$ cat src/hdl/reliable_message_sequencer_top_assert.svh
// Assertion macros for the reliable message sequencer top level.
`ifndef RELIABLE_MESSAGE_SEQUENCER_TOP_ASSERT_SVH
`define RELIABLE_MESSAGE_SEQUENCER_TOP_ASSERT_SVH

// Condition implies consequence in the same cycle.
`define RMS_ASSERT_IMPLY(label, cond, cons) \
  label: assert property (@(posedge clk_i) disable iff (!rst_ni) (cond) |-> (cons)) \
    else $error("rms: same-cycle check failed");

// Condition implies consequence in the next cycle.
`define RMS_ASSERT_NEXT(label, cond, cons) \
  label: assert property (@(posedge clk_i) disable iff (!rst_ni) (cond) |=> (cons)) \
    else $error("rms: next-cycle check failed");

`endif

$ cat src/hdl/rms_pkg.sv
// Types, constants and codes shared by the reliable message sequencer modules.
package rms_pkg;

  localparam int unsigned HEADER_BYTES      = 16;
  localparam int unsigned MAX_PAYLOAD_BYTES = 1024;
  localparam int unsigned QUEUE_DEPTH       = 2;

  localparam int unsigned IN_TDATA_W  = 112;
  localparam int unsigned OUT_TDATA_W = 64;
  localparam int unsigned PADDR_W     = 3;

  localparam logic [9:0] BACKOFF_START = 10'd50;
  localparam logic [9:0] BACKOFF_MAX   = 10'd800;
  localparam logic [2:0] SEND_LIMIT    = 3'd6;

  // register index, taken from paddr bit 2
  localparam logic REG_TELEMETRY_PERIOD = 1'b0;
  localparam logic REG_BOOT_ID          = 1'b1;

  localparam logic [15:0] TELEMETRY_PERIOD_RESET = 16'd100;

  typedef enum logic [2:0] {
    ACT_EXEC_CACHE    = 3'd0,
    ACT_RESEND_CACHE  = 3'd1,
    ACT_BARE_ACK      = 3'd2,
    ACT_EXEC_UNCACHED = 3'd3,
    ACT_SEND_EVENT    = 3'd4,
    ACT_EVENT_DROPPED = 3'd5,
    ACT_TELEMETRY     = 3'd6
  } rms_action_e;

  // classified item handed from front to back
  typedef struct packed {
    logic        tick;
    logic [31:0] now_ms;
    logic        ack_flag;
    logic        reliable;
    logic        reset_flag;
    logic [15:0] seq;
    logic [15:0] ack;
    logic        has_payload;
    logic        has_event;
  } rms_item_t;

  typedef struct packed {
    rms_action_e action;
    logic [15:0] seq_out;
    logic [15:0] ack_out;
    logic [31:0] telemetry_count;
    logic        last;
  } rms_result_t;

  typedef struct packed {
    logic       session_open;
    logic       event_pending;
    logic [1:0] out_count;
  } rms_status_t;

endpackage

$ cat src/hdl/rms_front.sv
// Front end: unpacks input items, checks packet lengths and classifies them.
module rms_front import rms_pkg::*; (
  input  logic                  s_tvalid_i,
  output logic                  s_tready_o,
  input  logic [IN_TDATA_W-1:0] s_tdata_i,
  input  logic                  s_tuser_i,
  input  logic                  full_i,
  output logic                  push_o,
  output rms_item_t             item_o
);

  logic [15:0] frame_len;
  logic [15:0] payload_len;
  logic [16:0] needed_len;
  logic        id_ok;
  logic        pkt_ok;

  assign frame_len   = s_tdata_i[47:32];
  assign id_ok       = s_tdata_i[48];
  assign payload_len = s_tdata_i[99:84];
  assign needed_len  = {1'b0, payload_len} + 17'(HEADER_BYTES);

  assign pkt_ok = id_ok && (frame_len >= 16'(HEADER_BYTES))
                  && (needed_len <= {1'b0, frame_len})
                  && (payload_len <= 16'(MAX_PAYLOAD_BYTES));

  always_comb begin
    item_o.tick        = s_tuser_i;
    item_o.now_ms      = s_tdata_i[31:0];
    item_o.ack_flag    = s_tdata_i[49];
    item_o.reliable    = s_tdata_i[50];
    item_o.reset_flag  = s_tdata_i[51];
    item_o.seq         = s_tdata_i[67:52];
    item_o.ack         = s_tdata_i[83:68];
    item_o.has_payload = (payload_len != 16'd0);
    item_o.has_event   = (s_tdata_i[109:100] != 10'd0);
  end

  assign s_tready_o = !full_i;
  // malformed packets are dropped here and never reach the back end
  assign push_o     = s_tvalid_i && !full_i && (s_tuser_i || pkt_ok);

endmodule

$ cat src/hdl/rms_queue.sv
// Short queue of classified items between front and back end.
module rms_queue import rms_pkg::*; #(
  parameter int unsigned Depth = QUEUE_DEPTH  // at least 2
) (
  input  logic      clk_i,
  input  logic      rst_ni,
  input  logic      push_i,
  input  rms_item_t item_i,
  output logic      full_o,
  input  logic      pop_i,
  output logic      valid_o,
  output rms_item_t item_o
);

  localparam int unsigned PtrW = $clog2(Depth);
  localparam int unsigned CntW = $clog2(Depth + 1);

  rms_item_t           mem_q [Depth];
  logic [PtrW-1:0]     wr_q, wr_d, rd_q, rd_d;
  logic [CntW-1:0]     cnt_q, cnt_d;
  logic                do_push, do_pop;

  assign full_o  = (cnt_q == CntW'(Depth));
  assign valid_o = (cnt_q != '0);
  assign item_o  = mem_q[rd_q];
  assign do_push = push_i && !full_o;
  assign do_pop  = pop_i && valid_o;

  always_comb begin
    wr_d  = wr_q;
    rd_d  = rd_q;
    cnt_d = cnt_q;
    if (do_push) begin
      wr_d = (wr_q == PtrW'(Depth - 1)) ? '0 : wr_q + PtrW'(1);
    end
    if (do_pop) begin
      rd_d = (rd_q == PtrW'(Depth - 1)) ? '0 : rd_q + PtrW'(1);
    end
    if (do_push && !do_pop) begin
      cnt_d = cnt_q + CntW'(1);
    end else if (!do_push && do_pop) begin
      cnt_d = cnt_q - CntW'(1);
    end
  end

  always_ff @(posedge clk_i or negedge rst_ni) begin
    if (!rst_ni) begin
      wr_q  <= '0;
      rd_q  <= '0;
      cnt_q <= '0;
    end else begin
      wr_q  <= wr_d;
      rd_q  <= rd_d;
      cnt_q <= cnt_d;
    end
  end

  always_ff @(posedge clk_i) begin
    if (do_push) begin
      mem_q[wr_q] <= item_i;
    end
  end

endmodule

$ cat src/hdl/rms_back.sv
// Back end: session, event and telemetry state, result generation and output buffer.
module rms_back import rms_pkg::*; (
  input  logic        clk_i,
  input  logic        rst_ni,
  input  logic        valid_i,
  input  rms_item_t   item_i,
  output logic        pop_o,
  input  logic [15:0] telemetry_period_i,
  output logic        m_tvalid_o,
  input  logic        m_tready_i,
  output rms_result_t m_res_o,
  output rms_status_t status_o
);

  logic [15:0] rx_q, rx_d;
  logic        sess_q, sess_d;
  logic        cache_q, cache_d;
  logic [15:0] tx_q, tx_d;
  logic        ev_pend_q, ev_pend_d;
  logic [31:0] ev_due_q, ev_due_d;
  logic [9:0]  backoff_q, backoff_d;
  logic [2:0]  send_cnt_q, send_cnt_d;
  logic [31:0] tel_due_q, tel_due_d;
  logic [31:0] tel_cnt_q, tel_cnt_d;

  rms_result_t res0_q, res1_q, r0, r1, ev_res, tel_res;
  logic [1:0]  out_cnt_q, out_cnt_d;
  logic [1:0]  k;
  logic        ev_hit, tel_hit;
  logic [31:0] ev_age, tel_age;
  logic        take, out_fire;

  assign m_tvalid_o = (out_cnt_q != 2'd0);
  assign m_res_o    = res0_q;
  assign out_fire   = m_tvalid_o && m_tready_i;
  assign take       = valid_i && ((out_cnt_q == 2'd0) || ((out_cnt_q == 2'd1) && m_tready_i));
  assign pop_o      = take;

  assign status_o.session_open  = sess_q;
  assign status_o.event_pending = ev_pend_q;
  assign status_o.out_count     = out_cnt_q;

  // deadline reached when now - due is in the lower half of the range
  assign ev_age  = item_i.now_ms - ev_due_q;
  assign tel_age = item_i.now_ms - tel_due_q;

  always_comb begin
    rx_d       = rx_q;
    sess_d     = sess_q;
    cache_d    = cache_q;
    tx_d       = tx_q;
    ev_pend_d  = ev_pend_q;
    ev_due_d   = ev_due_q;
    backoff_d  = backoff_q;
    send_cnt_d = send_cnt_q;
    tel_due_d  = tel_due_q;
    tel_cnt_d  = tel_cnt_q;
    ev_res     = '0;
    tel_res    = '0;
    ev_hit     = 1'b0;
    tel_hit    = 1'b0;
    r0         = '0;
    r1         = '0;
    k          = 2'd0;

    if (!item_i.tick) begin
      if (item_i.ack_flag && ev_pend_q && (item_i.ack == tx_q)) begin
        ev_pend_d = 1'b0;
      end
      if (item_i.reliable) begin
        if (item_i.reset_flag && (!sess_q || (item_i.seq != rx_q))) begin
          rx_d      = item_i.seq - 16'd1;
          sess_d    = 1'b1;
          cache_d   = 1'b0;
          ev_pend_d = 1'b0;
          tel_due_d = item_i.now_ms;
        end
        ev_hit = 1'b1;
        if (sess_d && (item_i.seq == rx_d + 16'd1)) begin
          rx_d           = item_i.seq;
          cache_d        = 1'b1;
          ev_res.action  = ACT_EXEC_CACHE;
        end else if (sess_d && (item_i.seq == rx_d) && cache_d) begin
          ev_res.action  = ACT_RESEND_CACHE;
        end else begin
          ev_res.action  = ACT_BARE_ACK;
        end
        ev_res.ack_out = rx_d;
      end else if (item_i.has_payload) begin
        ev_hit         = 1'b1;
        ev_res.action  = ACT_EXEC_UNCACHED;
        ev_res.ack_out = rx_q;
      end
    end else if (sess_q) begin
      if (ev_pend_q) begin
        if (!ev_age[31]) begin
          ev_hit         = 1'b1;
          ev_res.seq_out = tx_q;
          if (send_cnt_q >= SEND_LIMIT) begin
            ev_pend_d      = 1'b0;
            ev_res.action  = ACT_EVENT_DROPPED;
          end else begin
            ev_res.action  = ACT_SEND_EVENT;
            ev_res.ack_out = rx_q;
            send_cnt_d     = send_cnt_q + 3'd1;
            ev_due_d       = item_i.now_ms + {22'd0, backoff_q};
            if (backoff_q < BACKOFF_MAX) begin
              backoff_d = {backoff_q[8:0], 1'b0};
            end
          end
        end
      end else if (item_i.has_event) begin
        tx_d       = tx_q + 16'd1;
        ev_pend_d  = 1'b1;
        send_cnt_d = 3'd0;
        backoff_d  = BACKOFF_START;
        ev_due_d   = item_i.now_ms;
      end
      if ((telemetry_period_i != 16'd0) && !tel_age[31]) begin
        tel_hit                 = 1'b1;
        tel_due_d               = item_i.now_ms + {16'd0, telemetry_period_i};
        tel_res.action          = ACT_TELEMETRY;
        tel_res.ack_out         = rx_q;
        tel_res.telemetry_count = tel_cnt_q;
        tel_cnt_d               = tel_cnt_q + 32'd1;
      end
    end

    // telemetry comes after the event result when both fire
    r0 = ev_hit ? ev_res : tel_res;
    r1 = tel_res;
    k  = {1'b0, ev_hit} + {1'b0, tel_hit};
    r0.last = (k == 2'd1);
    r1.last = 1'b1;
  end

  always_comb begin
    out_cnt_d = out_cnt_q;
    if (take) begin
      out_cnt_d = k;
    end else if (out_fire) begin
      out_cnt_d = out_cnt_q - 2'd1;
    end
  end

  always_ff @(posedge clk_i or negedge rst_ni) begin
    if (!rst_ni) begin
      rx_q       <= '0;
      sess_q     <= 1'b0;
      cache_q    <= 1'b0;
      tx_q       <= '0;
      ev_pend_q  <= 1'b0;
      ev_due_q   <= '0;
      backoff_q  <= '0;
      send_cnt_q <= '0;
      tel_due_q  <= '0;
      tel_cnt_q  <= '0;
      out_cnt_q  <= '0;
    end else begin
      out_cnt_q <= out_cnt_d;
      if (take) begin
        rx_q       <= rx_d;
        sess_q     <= sess_d;
        cache_q    <= cache_d;
        tx_q       <= tx_d;
        ev_pend_q  <= ev_pend_d;
        ev_due_q   <= ev_due_d;
        backoff_q  <= backoff_d;
        send_cnt_q <= send_cnt_d;
        tel_due_q  <= tel_due_d;
        tel_cnt_q  <= tel_cnt_d;
      end
    end
  end

  always_ff @(posedge clk_i) begin
    if (take) begin
      res0_q <= r0;
      res1_q <= r1;
    end else if (out_fire) begin
      res0_q <= res1_q;
    end
  end

endmodule

$ cat src/hdl/reliable_message_sequencer_top.sv
// Reliable message sequencer: top level with configuration registers.
//
// Input stream (s_axis_*): one item per packet header (tuser 0) or poll tick
// (tuser 1). Malformed packets are discarded in the front end. Output stream
// (m_axis_*): up to two results per item, action in tuser, tlast on the final
// result of an item. APB port: telemetry period at 0x0, boot id at 0x4.
//
// Flow: an item enters the queue at acceptance; the back end takes it when its
// output buffer has room and registers its results, which drive m_axis directly.
// Throughput is one item per cycle while items give at most one result and
// m_axis_tready is high; an item with two results holds the back end until its
// first result is taken, set by the single output channel. The queue has QueueDepth entries.
//
// Reset clears session, event and telemetry state and the queue; the period
// returns to 100 ms. When m_axis_tready is low the back end holds its results
// and state, the queue fills and then s_axis_tready drops.
`include "reliable_message_sequencer_top_assert.svh"

module reliable_message_sequencer_top import rms_pkg::*; #(
  parameter int unsigned QueueDepth = QUEUE_DEPTH
) (
  input  logic                   clk_i,
  input  logic                   rst_ni,
  input  logic                   s_axis_tvalid,
  output logic                   s_axis_tready,
  // now_ms[31:0], frame_len[47:32], id_ok[48], ack_valid_bit[49],
  // reliable_bit[50], reset_bit[51], seq_in[67:52], ack_in[83:68],
  // payload_len[99:84], event_len[109:100], zero[111:110]
  input  logic [IN_TDATA_W-1:0]  s_axis_tdata,
  // operation[0]
  input  logic                   s_axis_tuser,
  output logic                   m_axis_tvalid,
  input  logic                   m_axis_tready,
  // seq_out[15:0], ack_out[31:16], telemetry_count[63:32]
  output logic [OUT_TDATA_W-1:0] m_axis_tdata,
  // action[2:0]
  output logic [2:0]             m_axis_tuser,
  output logic                   m_axis_tlast,
  input  logic                   psel,
  input  logic                   penable,
  input  logic                   pwrite,
  input  logic [PADDR_W-1:0]     paddr,
  input  logic [31:0]            pwdata,
  output logic [31:0]            prdata,
  output logic                   pready
);

  logic [15:0] period_q;
  logic [31:0] boot_id_q;
  logic        cfg_wr;

  logic        push, full, q_valid, pop;
  rms_item_t   front_item, q_item;
  rms_result_t res;
  rms_status_t status;

  assign pready = 1'b1;
  assign cfg_wr = psel && penable && pwrite && pready;
  assign prdata = (paddr[2] == REG_BOOT_ID) ? boot_id_q : {16'd0, period_q};

  always_ff @(posedge clk_i or negedge rst_ni) begin
    if (!rst_ni) begin
      period_q  <= TELEMETRY_PERIOD_RESET;
      boot_id_q <= '0;
    end else if (cfg_wr) begin
      if (paddr[2] == REG_TELEMETRY_PERIOD) begin
        period_q <= pwdata[15:0];
      end else begin
        boot_id_q <= pwdata;
      end
    end
  end

  rms_front u_front (
    .s_tvalid_i (s_axis_tvalid),
    .s_tready_o (s_axis_tready),
    .s_tdata_i  (s_axis_tdata),
    .s_tuser_i  (s_axis_tuser),
    .full_i     (full),
    .push_o     (push),
    .item_o     (front_item)
  );

  rms_queue #(
    .Depth (QueueDepth)
  ) u_queue (
    .clk_i   (clk_i),
    .rst_ni  (rst_ni),
    .push_i  (push),
    .item_i  (front_item),
    .full_o  (full),
    .pop_i   (pop),
    .valid_o (q_valid),
    .item_o  (q_item)
  );

  rms_back u_back (
    .clk_i              (clk_i),
    .rst_ni             (rst_ni),
    .valid_i            (q_valid),
    .item_i             (q_item),
    .pop_o              (pop),
    .telemetry_period_i (period_q),
    .m_tvalid_o         (m_axis_tvalid),
    .m_tready_i         (m_axis_tready),
    .m_res_o            (res),
    .status_o           (status)
  );

  assign m_axis_tdata = {res.telemetry_count, res.ack_out, res.seq_out};
  assign m_axis_tuser = res.action;
  assign m_axis_tlast = res.last;

  // tick-driven results only ever appear inside an open session
  `RMS_ASSERT_IMPLY(a_tick_result_in_session,
    m_axis_tvalid && ((res.action == ACT_SEND_EVENT) || (res.action == ACT_EVENT_DROPPED)
    || (res.action == ACT_TELEMETRY)), status.session_open)
  `RMS_ASSERT_IMPLY(a_event_needs_session, status.event_pending, status.session_open)
  // a non-final result always has its partner buffered behind it
  `RMS_ASSERT_IMPLY(a_not_last_has_partner, m_axis_tvalid && !m_axis_tlast,
    status.out_count == 2'd2)
  `RMS_ASSERT_NEXT(a_session_stays_open, status.session_open, status.session_open)

endmodule
$ cat config.mk
export PLATFORM = sky130hd
export DESIGN_NAME = reliable_message_sequencer_top
export DESIGN_NICKNAME = d
export VERILOG_FILES = /design/src/hdl/rms_pkg.sv /design/src/hdl/rms_front.sv /design/src/hdl/rms_queue.sv /design/src/hdl/rms_back.sv /design/src/hdl/reliable_message_sequencer_top.sv
export VERILOG_INCLUDE_DIRS = /design/src /design/src/hdl
export SDC_FILE = /design/constraint.sdc
export NUM_CORES = 1
export LEC_CHECK = 0
export BUFFER_PORTS_ARGS = -buffer_cell sky130_fd_sc_hd__buf_2
export CAP_MARGIN = 20
export CORE_MARGIN = 2
export CORE_UTILIZATION = 50
export CTS_CLUSTER_DIAMETER = 100
export DETAILED_ROUTE_END_ITERATION = 12
export GPL_ROUTABILITY_DRIVEN = 0
export PLACE_DENSITY_LB_ADDON = 0.3
export SETUP_SLACK_MARGIN = 0.1
export SYNTH_ARGS = -nofsm -noshare
export SYNTH_HDL_FRONTEND = slang
export SYNTH_HIERARCHICAL = 1
export SYNTH_SLANG_ARGS = --single-unit
$ cat constraint.sdc
create_clock -name clk_i -period 9.6 [get_ports clk_i]
set_clock_uncertainty 0.15 [all_clocks]
set_input_delay 1.44 -clock clk_i [delete_from_list [all_inputs] [get_ports clk_i]]
set_output_delay 1.44 -clock clk_i [all_outputs]
set_load 0.02 [all_outputs]
Word level (Yosys, flattened, before mapping)
Memories as Yosys holds them, arrays and structs flattened.
Cells that the tools add are included.
W data, S select, Z words.
{ "classes": {"addsub": 16, "magnitude_cmp": 5, "eq_ne": 12, "n_mux": 79, "n_bitwise": 3, "reduce_logical": 49} }
{ "ops": {"columns": ["operator", "n"], "rows": [
  ["$mux W32", 10],
  ["$mux W68", 3],
  ["$mux W16", 9],
  ["$mux W48", 3],
  ["$mux W35", 3],
  ["$sub A32 B32 Y32", 2],
  ["$mux W10", 5],
  ["$eq A16 B16 Y1", 3],
  ["$add A16 B1 Y16 const B", 2],
  ["$add A32 B1 Y32 const B", 1],
  ["$add A32 B10 Y32", 1],
  ["$add A32 B16 Y32", 1],
  ["$reduce_bool A16 Y1", 2],
  ["$mux W1", 30],
  ["$mux W3", 10],
  ["$logic_and A1 B1 Y1", 21],
  ["$add A16 B5 Y17 const B", 1],
  ["$le A17 B16 Y1", 1],
  ["$ge A16 B5 Y1 const B", 1],
  ["$le A16 B11 Y1 const B", 1],
  ["$ne A16 B16 Y1", 1],
  ["$sub A16 B1 Y16 const B", 1],
  ["$reduce_bool A2 Y1", 7],
  ["$mux W2", 6],
  ["21 further kinds", 39]
]} }
{ "totals": {"register_bits": 317, "ram_bits": 140, "inputBits": 155, "output_inout_bits": 103, "wordCells": 189, "n_memories": 1} }
{ "memory_table": {"columns": ["name", "depth", "word_bits", "read_ports", "rd_ports_with_merged_regs", "wr", "line_no", "text"], "rows": [
  ["u_queue.mem_q", 2, 70, 1, 0, 1, "rms_queue.sv:18", "rms_item_t mem_q [Depth];"]
]} }

Longest topological paths before layout
An unclocked memory read counts as a cell.
{ "logic_depth": {"depth_word": 16, "depth_mapped": 26, "depth_no_buf": 18} }

Modules after synthesis
The synthesis kept the hierarchy.
{ "modules_own_cells": {"columns": ["module", "n_inst", "cells_per_inst", "area_per_inst_um2", "seq_area_each_um2"], "rows": [
  ["rms_back", 1, 1690, 16170.5, 7141.8],
  ["rms_queue", 1, 237, 5602.9, 4304.1],
  ["reliable_message_sequencer_top", 1, 140, 2189.6, 1204.9],
  ["rms_front", 1, 173, 1251.2, 0.0]
]} }

Worst setup path before layout
Ideal clock, no wire load.
{ "synth_path": {"path_type": "input to register", "start": "input port s_axis_tdata[88]", "end": "memory u_queue/mem_q[0][0] (netlist name) (enable)", "setup_time_ns": 0.499, "t_arrival_ns": 6.610, "t_required_ns": 8.951, "setup_slack_ns": 2.341, "cell_stages": 13, "n_path_buf": 0, "path_cell_list": "ha_1 > nand2_1 > or2_1 > nor2_1 > xnor2_1 > ha_1 > and3_4 > a221o_1 > a31oi_1 > o31ai_1 > a2111oi_2 > nand2_1 > nor2_1"} }
{ "synth_via": {"elab_chain_cells": 9, "word_cells_on_any_way": 10, "cone_classes": "add/sub (1); order compare (2); mux (2); reduce/logical (5)"} }
{ "synth_lines": {"columns": ["item", "line_no", "text"], "rows": [
  ["start: declaration", "reliable_message_sequencer_top.sv:29", "input logic [IN_TDATA_W-1:0] s_axis_tdata,"],
  ["$add A16 B5 Y17", "rms_front.sv:21", "assign needed_len = {1'b0, payload_len} + 17'(HEADER_BYTES);"],
  ["$le A17 B16 Y1", "rms_front.sv:24", "&& (needed_len <= {1'b0, frame_len})"],
  ["$logic_and A1 B1 Y1", "rms_front.sv:24", null],
  ["$logic_and A1 B1 Y1 (*)", "rms_front.sv:25", "&& (payload_len <= 16'(MAX_PAYLOAD_BYTES));"],
  ["$logic_or A1 B1 Y1 (*)", "rms_front.sv:41", "assign push_o = s_tvalid_i && !full_i && (s_tuser_i || pkt_ok);"],
  ["$logic_and A1 B1 Y1 (*)", "rms_front.sv:41", null],
  ["net push", "reliable_message_sequencer_top.sv:52", "logic push, full, q_valid, pop;"],
  ["$logic_and A1 B1 Y1 (*)", "rms_queue.sv:26", "assign do_push = push_i && !full_o;"],
  ["$mux W1 (*)", "rms_queue.sv:59", "if (do_push) begin"],
  ["$mux W1 (implied by the code) (*)", "rms_queue.sv:60", "mem_q[wr_q] <= item_i;"],
  ["end: declaration", "rms_queue.sv:18", null]
]} }
Mark *: on every way through the listed nets, which the timed path passes. The rest lies on a longest branch.

==> metrics.md <==
| Metric | Value |
|---|---|
| Max_cap viols | 0 |
| Clock Power Share | between 20 and 25% |
| Post-CTS setup buffers | 0 |
| Sum Neg Setup Slack | 0 ps |
| Slowest-stage cell, CP | dfrtp_4 |
| Internal power | 5.248 mW |
| Unrepaired setup endpoints after global routing | no |
| Worst R2R Start | u_queue/rd_q |
| Leak Pwr | about 12 nW |
| Ports | between 200 and 300 |
| Critical Path Max Stage Delay | 780 ps |
| Status | finished, final reports clean |
| Type of the worst setup path | reg2reg |
| Vias/cell | 5.556 |
| Final core utilization | 56.25% |
| P&R area growth vs syn | 11.53% |
| Final cycle utilization of the critical path | 70.82% |
| CP Buf/Inv Count | 1 |
| Vias after detailed routing | 17230 |
| FILL cells | 4219 |
| Core Region | 0.04997 sq mm |
| Hold depth | 2 |
| Starting Density | 50.43% |
| VDD IR-drop max | between 0.15 and 0.2 mV |
| Drt first pass iters | 6 |
| Total Nets Final | 2657 |
| Sw power | around 3.2 mW |
| CTS tree | yes |
| Initial antenna violation count | 4 |
| Total gr overflow | 0 |
| CP Launch Type | flop |
| Setup crit end kind | flop |
| RR Endpoint | u_back/m_res_o[44] |
| # setup viols final | 0 |
| Port bufs | around 250 |
| Mapped Cells | 2238 |
| Avg Inst Size Synth | around 11 sq um |
| WP data arrival | 6980 ps |
| 1st-iter DRT viols | 1220 |
| Yosys warns | 6 |
| First-pass GRT wire length | between 80 and 90 mm |
| Max Clk Rate | approximately 0.15 GHz |
| Sw frac | 37.69% |
| R2r setup slk | about 2800 ps |
| Largest net degree at the start of global routing | around 90 |
| Worst path required time | 9780 ps |
| Clk buf depth | 3 |
| Dpl hpwl | about 39 mm |
| Full die area | roughly 0.052 sq mm |
| Pwr Density | 299.7 mW/mm^2 |
| Post-CTS resize count | 0 |
| Reg clk slew, reported paths | about 60 ps |
| CP Depth | 19 |
| Die X | 228.5 microns |
| Crit path max-delay family | simple AND/OR/NAND/NOR gates |
| CTS Sinks | ~450 |
| Worst-Skew Late Latency | approximately 600 ps |
| Hold endpoint | u_back/ev_due_q[13] |
| Final Critical Period | 6798 ps |
| Vias in the first global route | 17476 |
| Gate power share | 40.7% |
| Post-Syn Area | approximately 0.025 sq mm |
| Hold-fix buffers at CTS | 0 |
| Actual slew at the worst max-slew pin | 1064 ps |
| Fraction of layout cells with a size suffix above 1 | between 20% and 30% |
| Final Hold Viols | 0 |
| Hold WC Path Type | reg2reg |
| GR Util All Layers | 21.04% |
| Die Height | 228.5 microns |
| Drt wl/cell | between 15 and 20 microns |
| Post-DRT Antenna Nets | 0 |
| Routed wire length | 55.05 mm |
| Hold path start | u_back/ev_due_q[13] |
| DR DRC count | 0 |
| Syn nets | 2508 |
| Num CTS Buffers | 49 |
| Slew headroom | 29.05% |
| CP max FO | 31 |
| Seq pwr share | 36.1% |
| Worst reg2reg path depth | 19 |
| Row count | 82 |
| Root Driver | clkbuf_16 |
| CTS H-Tree Depth | 2 |
| Final slew viol count | 0 |
| Worst path cell trace | mux2_4, xnor2_1, and4_1, nand3_1, o21ai_2, buf_4, nand2_1, o21ai_0, ha_1, nand4_1, nor2_1, nand4_1, o22ai_1, nor4bb_1, nor4b_2, a22oi_4, nand2_1, a221oi_2, o21ai_1 |
-- routing by layer --
layer | wire, microns | global-route usage [%] | vias up
li1 | - | - | 8294
met1 | 23960 | 27.20 | 8340
met2 | 27060 | 36.14 | 487
met3 | 2705 | 3.630 | 105
met4 | 1299 | 6.413 | 4
met5 | 27 | 0 | -
-- through the flow --
step	setup slack (ps)	total power [mW]	instances	area [sq um]	hold WS (ps)
after floorplan	2341	5.653	2238	25200	299.8
after global placement	3064	6.353	3006	26380	313.1
after detailed placement	3039	6.482	3007	26380	321.1
after CTS	3027	8.477	3098	28080	334.9
after global routing	2537	9.014	3100	28100	355.6
final	2802	8.423	3101	28100	329.6
-- worst register-to-register path, cell delays in order, from the launching register on --
cell,delay [ps]
dfrtp_4,780
mux2_4,410
xnor2_1,290
and4_1,370
nand3_1,250
o21ai_2,180
buf_4,340
nand2_1,100
o21ai_0,110
ha_1,350
nand4_1,140
nor2_1,220
nand4_1,150
o22ai_1,390
nor4bb_1,510
nor4b_2,130
a22oi_4,480
nand2_1,540
a221oi_2,510
o21ai_1,130
-- placed cells by master (no fill, tap or decap), types with 84 or more instances in the layout --
cell type / count
buf_2: 252
dfrtp_1: 193
edfxtp_1: 257
ha_1: 113
inv_1: 128
o21ai_0: 94
nor2_1: 123
and2_1: 84
nand2_1: 169
xnor2_1: 99
-- layout make-up --
cell class	count	area [sq um]	area share [%]
Antenna cell	2	5.005	0.01781
Clock buffer	59	1325	4.715
Clock inverter	32	375.4	1.336
Inverter	129	484.2	1.723
Multi-Input combinational cell	1484	11020	39.20
Sequential cell	454	12650	45.03
Tap cell	672	840.8	2.992
Timing Repair Buffer	269	1403	4.991
-- power by group through the flow --
stage | sequential [mW] | combinational (mW) | clock (mW)
after floorplan | 3.11 | 2.55 | 0
after global placement | 3.05 | 3.30 | 0
after detailed placement | 3.08 | 3.40 | 0
after CTS | 3.05 | 3.42 | 2.01
after global routing | 3.11 | 3.81 | 2.09
final | 3.04 | 3.42 | 1.96
-- worst max path at each step --
stage                                 from             endpoint  slack, ps
after floorplan           s_axis_tdata[88]  u_queue/mem_q[0][0]       2340
after global placement        u_queue/rd_q   u_back/m_res_o[41]       3060
after detailed placement      u_queue/rd_q   u_back/m_res_o[44]       3040
after CTS                     u_queue/rd_q   u_back/m_res_o[44]       3030
after global routing          u_queue/rd_q   u_back/m_res_o[41]       2540
final                         u_queue/rd_q   u_back/m_res_o[44]       2800
-- state kept, by name (all words and copies together) (netlist names), 16 cells and up --
register	flops
boot_id_q	32
u_back/m_res_o	68
period_q	16
u_back/rx_q	16
u_queue/mem_q	140
u_back/ev_due_q	32
u_back/tel_due_q	32
u_back/res1_q	49
u_back/tx_q	16
u_back/tel_cnt_q	32
(Power assumes the default switching activity.)
